===== src/sv/lli_pkg.sv =====
// Shared constants, status codes and handshake types for the line intersection block.
`timescale 1ns / 1ps

package lli_pkg;

    // Register and result widths fixed by the block definition
    localparam int THRESH_BITS = 34;
    localparam int POINT_BITS  = 32;

    // Saturation limits of a Q24.8 result
    localparam logic [POINT_BITS-1:0] POINT_MAX = 32'h7FFF_FFFF;
    localparam logic [POINT_BITS-1:0] POINT_MIN = 32'h8000_0000;

    // Queue between front and back
    localparam int QUEUE_DEPTH    = 4;
    localparam int QUEUE_PTR_BITS = 2;

    // Result status codes
    typedef enum logic [1:0] {
        ST_FOUND     = 2'd0,
        ST_PARALLEL  = 2'd1,
        ST_SATURATED = 2'd2
    } lli_status_t;

    // Fill state reported by the queue
    typedef struct packed {
        logic full;
        logic empty;
    } lli_q_status_t;

endpackage


===== src/sv/lli_queue.sv =====
// Short FIFO that decouples the front pipeline from the divider back end.
`timescale 1ns / 1ps

module lli_queue
    import lli_pkg::*;
#(
    parameter int WIDTH = 118
)
(
    input  logic             clk,
    input  logic             rst_n,
    input  logic             push,
    input  logic [WIDTH-1:0] push_data,
    input  logic             pop,
    output logic [WIDTH-1:0] pop_data,
    output lli_q_status_t    status
);

    logic [WIDTH-1:0]        mem_reg [0:QUEUE_DEPTH-1];
    logic [QUEUE_PTR_BITS:0] wr_ptr_reg, rd_ptr_reg;
    logic                    do_push, do_pop;

    assign status.empty = (wr_ptr_reg == rd_ptr_reg);
    assign status.full  = ((wr_ptr_reg - rd_ptr_reg) == (QUEUE_PTR_BITS + 1)'(QUEUE_DEPTH));
    assign do_push      = push && !status.full;
    assign do_pop       = pop && !status.empty;
    assign pop_data     = mem_reg[rd_ptr_reg[QUEUE_PTR_BITS-1:0]];

    // Advance pointers
    always_ff @(posedge clk or negedge rst_n)
    begin
        if (!rst_n)
        begin
            wr_ptr_reg <= '0;
            rd_ptr_reg <= '0;
        end
        else
        begin
            if (do_push)
            begin
                wr_ptr_reg <= wr_ptr_reg + 1'b1;
            end
            if (do_pop)
            begin
                rd_ptr_reg <= rd_ptr_reg + 1'b1;
            end
        end
    end

    // Store the item at the write pointer
    always_ff @(posedge clk)
    begin
        if (do_push)
        begin
            mem_reg[wr_ptr_reg[QUEUE_PTR_BITS-1:0]] <= push_data;
        end
    end

endmodule


===== config.mk =====
export PLATFORM = sky130hd
export DESIGN_NAME = lli_queue
export DESIGN_NICKNAME = d
export VERILOG_FILES = /design/src/sv/lli_pkg.sv /design/src/sv/lli_queue.sv
export SDC_FILE = /design/constraint.sdc
export NUM_CORES = 1
export LEC_CHECK = 0
export BUFFER_PORTS_ARGS = -buffer_cell sky130_fd_sc_hd__buf_4
export CORE_MARGIN = 2
export CORE_UTILIZATION = 45
export DETAILED_ROUTE_END_ITERATION = 6
export PLACE_DENSITY = 0.65
export SLEW_MARGIN = 20
export SYNTH_ARGS = -nofsm -noshare
export SYNTH_HDL_FRONTEND = slang
export SYNTH_SLANG_ARGS = --single-unit

===== constraint.sdc =====
create_clock -name clk -period 4.76 [get_ports clk]
set_input_delay 0.952 -clock clk [delete_from_list [all_inputs] [get_ports clk]]
set_output_delay 0.952 -clock clk [all_outputs]
set_load 0.03 [all_outputs]

==> results.cfg, run 1 <==
[layout]
final_core_util = 0.563
drive_above_1_share = 0.454
nets = 1057
fillers = 2816
final_area_mm2 = 0.0213
diodes = 0
largest_reg_flops = 472
area_growth_pct = 22.7

[global_route]
grt_start_max_net_pins = 121
grt_pass1_wl_um = 50100
globalRoute.totalOverflow = 0
gr-usage-all-layers = 0.164
antenna_found_initial = 0
grt_pass1_vias = 8290

[yosys]
synthMuxAreaShare = 0.155
synth_compound_area_frac = 0.00137
yosysUniqueCellTypes = 21
ys_warn_count = 0
synth_fp_nets = 781
postSynthCellCount = 652
ys_seq_elements = 478
synthSimpleGateAreaFrac = 0.00252
synth-xor-area-share = 0.00346
syn_avg_cell_area_um2 = 26.6
synth.cell_area_mm2 = 0.0174
synth_area_leader_cell = edfxtp_1
synth_top_family_by_area = multiplexers
ys_seq_area_frac = 0.825
synthAdderAreaFrac = 0.00505
synth_top_area_share = 0.817
yosys-top-cells-area = edfxtp_1 82%, mux4_2 15%, dfrtp_1 0.87%, ha_1 0.50%, buf_2 0.37%

[run]
maxCapViolations = 0

[die]
die_h_um = 200
die_x_um = 200
start_util = 0.459
pin_count = 242
rows = 71
coreArea_mm2 = 0.0378
die_area_mm2 = 0.0402

[worst_setup_path]
worstPathBufferInverterCount = 2
crit_path_top_delay_cell = dfrtp_4
worst_setup_path_start_kind = flop
cpPeakStageDelay_ns = 0.81
cp.arrival_ns = 2.72
critPathLaunch = rd_ptr_reg[0]
cp-end-kind = primary output
crit_type = reg -> out
critPathTopFamily = flip-flops
path_max_fanout = 54
crit_chain = buf_12 > mux4_2 > buf_4
rrSetupSlack_ns = 1.82
rr_startpoint = rd_ptr_reg[0]
required_ns = 3.81

[clocking]
htree_levels = 2
cts_tree = yes
cts_hold_buf = 0
cts_root_buf = clkbuf_16
clock_path_buffers = 3
cts_inserted_buffers = 48
cts_resized = 0
clock-sinks = 478
insertion_delay_ns = 0.58
cts_setup_buffers = 0
clk_pin_slew_worst_paths_ns = 0.06

[pwr]
leakagePower_uw = 0.00722
p_total_uw = 15000
p_per_area_mw_per_mm2 = 704
worst_ir_drop_vdd_mv = 0.406

[placed_design]
gp_congestion = 0.684
placed_cell_area_mm2 = 0.0199
io_buffers = 241

[drt]
first_iter_violations = 408
avgViaCountPerCell = 5.17
wirelength_um = 32300
drcViolationCount = 0
drt_pass1_iterations = 4
ant_nets = 0
avgRoutedWirePerCell_um = 21.9
via_count = 7632

[sta]
skew_ns = 0.0275
fin_crit_ns = 3.67
fin_tns_setup_ns = 0
slew_viol_final = 0
fmax_ghz = 0.273
setup_viol = 0
holdWs_ns = 0.175
worstMarginPinSlew_ns = 0.881
rsz0062_at_grt = no
relSlewSlack = 0.413
hold_viol = 0
timing.final.crit_share = 0.771

[run_status]
status = finished clean

[min_path]
min_path_type = in -> async
cell type report:
class	instances	area, um^2	area share
well taps	511	639	0.0300
repair buffers	252	1980	0.0929
multi-input cells	144	2910	0.137
clock buffers	64	1280	0.0602
flip-flops and latches	478	14300	0.673
clock inverters	24	139	0.00652
inverters	4	15.0	0.000705
final timing paths:
path | to | cells past startpoint
min in group clk | wr_ptr_reg[2] | 1
min | rd_ptr_reg[0] | 1
max | pop_data[4] | 3
max in group asynchronous | rd_ptr_reg[1] | 1
min reg2reg | wr_ptr_reg[2] | 1
max reg2reg | mem_reg[1][92] | 6
power breakdown:
group	total [uW]	switching, uW	internal, uW
clock network	3430	1490	1940
logic	5540	3310	2220
registers	6020	270	5750
per-layer routing:
metal,vias up,GRT usage,part of all wire
li1,3366,-,-
met5,-,0,0
met2,247,0.257,0.48
met1,3971,0.218,0.40
met4,0,0.0503,0.020
met3,48,0.0604,0.095
metrics by stage:
step | worst slack, ns | cells
6_report | 1.09 | 1477
5_1_grt | 0.882 | 1477
4_1_cts | 0.977 | 1477
3_5_place_dp | 1.62 | 1389
3_3_place_gp | 1.64 | 1389
2_1_floorplan | 0.435 | 652
cell families (layout without fill, tap and decap cells):
family | Yosys count | count (layout)
DFF | 478 | 478
muxes | 120 | 120
and+or+nand+nor | 8 | 8
adders and majority gates | 7 | 7
AOI/OAI and AO/OA | 3 | 3
buffers and inverters | 30 | 344
xor gates and xnor gates | 6 | 6
Yosys cell counts:
master / instances
and2_2: 3
o211a_1: 1
mux4_2: 118
nand2_1: 1
buf_2: 13
ha_1: 7
nor2_1: 3
inv_1: 4
mux2_2: 1
buf_1: 8
nor2b_1: 1
o21ai_0: 1
buf_4: 1
mux2_4: 1
dfrtp_1: 6
xor2_1: 2
edfxtp_1: 472
xnor2_1: 3
o21a_2: 1
clkbuf_1: 4
xor2_2: 1
placed cells by master, fill, tap and decap left out, types with 3 or more instances in the layout:
cell / count
edfxtp_1: 472
buf_4: 245
mux4_2: 118
clkbuf_16: 49
clkbuf_1: 15
clkinv_1: 14
ha_1: 7
buf_12: 7
clkinv_2: 6
inv_1: 4
dfrtp_1: 4
xnor2_1: 3
nor2_1: 3
and2_4: 3
No activity file was read; power rests on OpenSTA's default activity.
==> inputs of run 2 (changes only) <==
==> constraint.sdc (replaced) <==
create_clock -name clk -period 3.6 [get_ports clk]
set_input_delay 0.72 -clock clk [delete_from_list [all_inputs] [get_ports clk]]
set_output_delay 0.72 -clock clk [all_outputs]
set_load 0.03 [all_outputs]
==> results.cfg, run 2 (synthesized netlist as in run 1, its figures left out) <==
[run_status]
status = finished clean

[global_route]
gr-usage-all-layers = 0.164
grt_pass1_wl_um = 49800
globalRoute.totalOverflow = 0
antenna_found_initial = 0
grt_start_max_net_pins = 121
grt_pass1_vias = 8347

[clocking]
cts_inserted_buffers = 48
clock_path_buffers = 3
clock-sinks = 478
htree_levels = 2
cts_tree = yes
cts_resized = 0
clk_pin_slew_worst_paths_ns = 0.06
insertion_delay_ns = 0.57
cts_root_buf = clkbuf_16

[die]
start_util = 0.459
die_area_mm2 = 0.0402
die_x_um = 200
die_h_um = 200
rows = 71
coreArea_mm2 = 0.0378
pin_count = 242

[sta]
fin_crit_ns = 3.25
fmax_ghz = 0.307
holdWs_ns = 0.351
rsz0062_at_grt = no
fin_tns_setup_ns = 0
setup_viol = 0
relSlewSlack = 0.485
timing.final.crit_share = 0.904
worstMarginPinSlew_ns = 0.773
worst_slack_ns = 0.347
hold_viol = 0
skew_ns = 0.0121
slew_viol_final = 0

[pwr]
worst_ir_drop_vdd_mv = 0.634
p_int_uw = 13400
p_seq_frac = 0.393
power_switching_uw = 6710
p_per_area_mw_per_mm2 = 936
combPwrFrac = 0.371
leakagePower_uw = 0.00729
p_sw_frac = 0.334
power_frac_clock = 0.236

[placed_design]
io_buffers = 241
pre_cts_ws_ns = 0.861
gp_congestion = 0.689
place_hpwl_um = 18800

[worst_setup_path]
rrSetupSlack_ns = 0.90
ff2ff_path_depth = 6
required_ns = 2.88
crit_path_top_delay_cell = dfrtp_4
rr_startpoint = rd_ptr_reg[0]
crit_chain = buf_12 > mux4_2 > buf_4
cpPeakStageDelay_ns = 0.65
cp-end-kind = primary output
cp.arrival_ns = 2.53
r2r_end = mem_reg[0][68]
crit_type = reg -> out
worst_setup_path_start_kind = flop
path_max_fanout = 60

[drt]
avgRoutedWirePerCell_um = 21.7
drt_pass1_iterations = 4
first_iter_violations = 332
via_count = 7688
ant_nets = 0
avgViaCountPerCell = 5.19
wirelength_um = 32100
drcViolationCount = 0

[min_path]
min_to = mem_reg[2][14]
min_path_type = in -> reg
worstHoldStart = push_data[14]
hold_depth = 1

[layout]
final_common_cell = edfxtp_1
final_cell_mix = 472 x edfxtp_1, 244 x buf_4, 118 x mux4_2
diodes = 0
area_growth_pct = 23.7
nets = 1061
drive_above_1_share = 0.461
largest_reg_flops = 472

[run]
maxCapViolations = 0
-- run 2: how the worst max path moves through the flow --
stage                  startpoint             end  cells past startpoint
floorplan           rd_ptr_reg[1]   mem_reg[3][0]                      7
finish              rd_ptr_reg[0]     pop_data[9]                      3
CTS                 rd_ptr_reg[0]     pop_data[9]                      3
global placement    rd_ptr_reg[0]  mem_reg[0][28]                      6
global route        rd_ptr_reg[0]     pop_data[9]                      3
detailed placement  rd_ptr_reg[0]  mem_reg[0][36]                      6
-- run 2: repair_timing --
item / in CTS / in global routing
setup buffers: 0 / 0
endpoints found under the hold margin: 6 / 0
hold buffers: 1 / 0
-- run 2: final cells by class --
class,count,area (um^2)
inverters,4,15.0
fillers,2802,16400
well taps,511,639
flip-flops and latches,478,14300
clock buffers,64,1290
repair buffers,256,2060
clock inverters,23,218
multi-input cells,144,2910
-- run 2: power by group through the flow --
stage	Clock [uW]	Combinational, uW	Sequential (uW)
after global routing	5090	7900	8010
after detailed placement	0	7620	8040
after floorplan	0	4950	7940
after global placement	0	7630	7970
final	4750	7440	7900
after CTS	4880	7640	7920
-- run 2: routing by layer --
metal,vias up,global-route usage,routed length [um]
li1,3393,-,-
met1,4033,0.217,13500
met2,214,0.263,15800
met3,48,0.0480,2210
met4,0,0.0532,644
met5,-,0,0
-- run 2: critical path: cells and delay by family (launching register included) --
kind                   cells  cell delay (ns)
buffers and inverters      2             0.61
DFF                        1             0.65
muxes                      1             0.60
-- run 2: metrics by stage --
stage / utilization / cell area, um^2 / std cells / power (uW)
after floorplan: - / 17400 / 652 / 12900
after global routing: 0.567 / 21500 / 1480 / 21000
after detailed placement: 0.527 / 19900 / 1392 / 15700
final: 0.567 / 21500 / 1480 / 20100
after global placement: 0.527 / 19900 / 1392 / 15600
after CTS: 0.567 / 21500 / 1480 / 20400
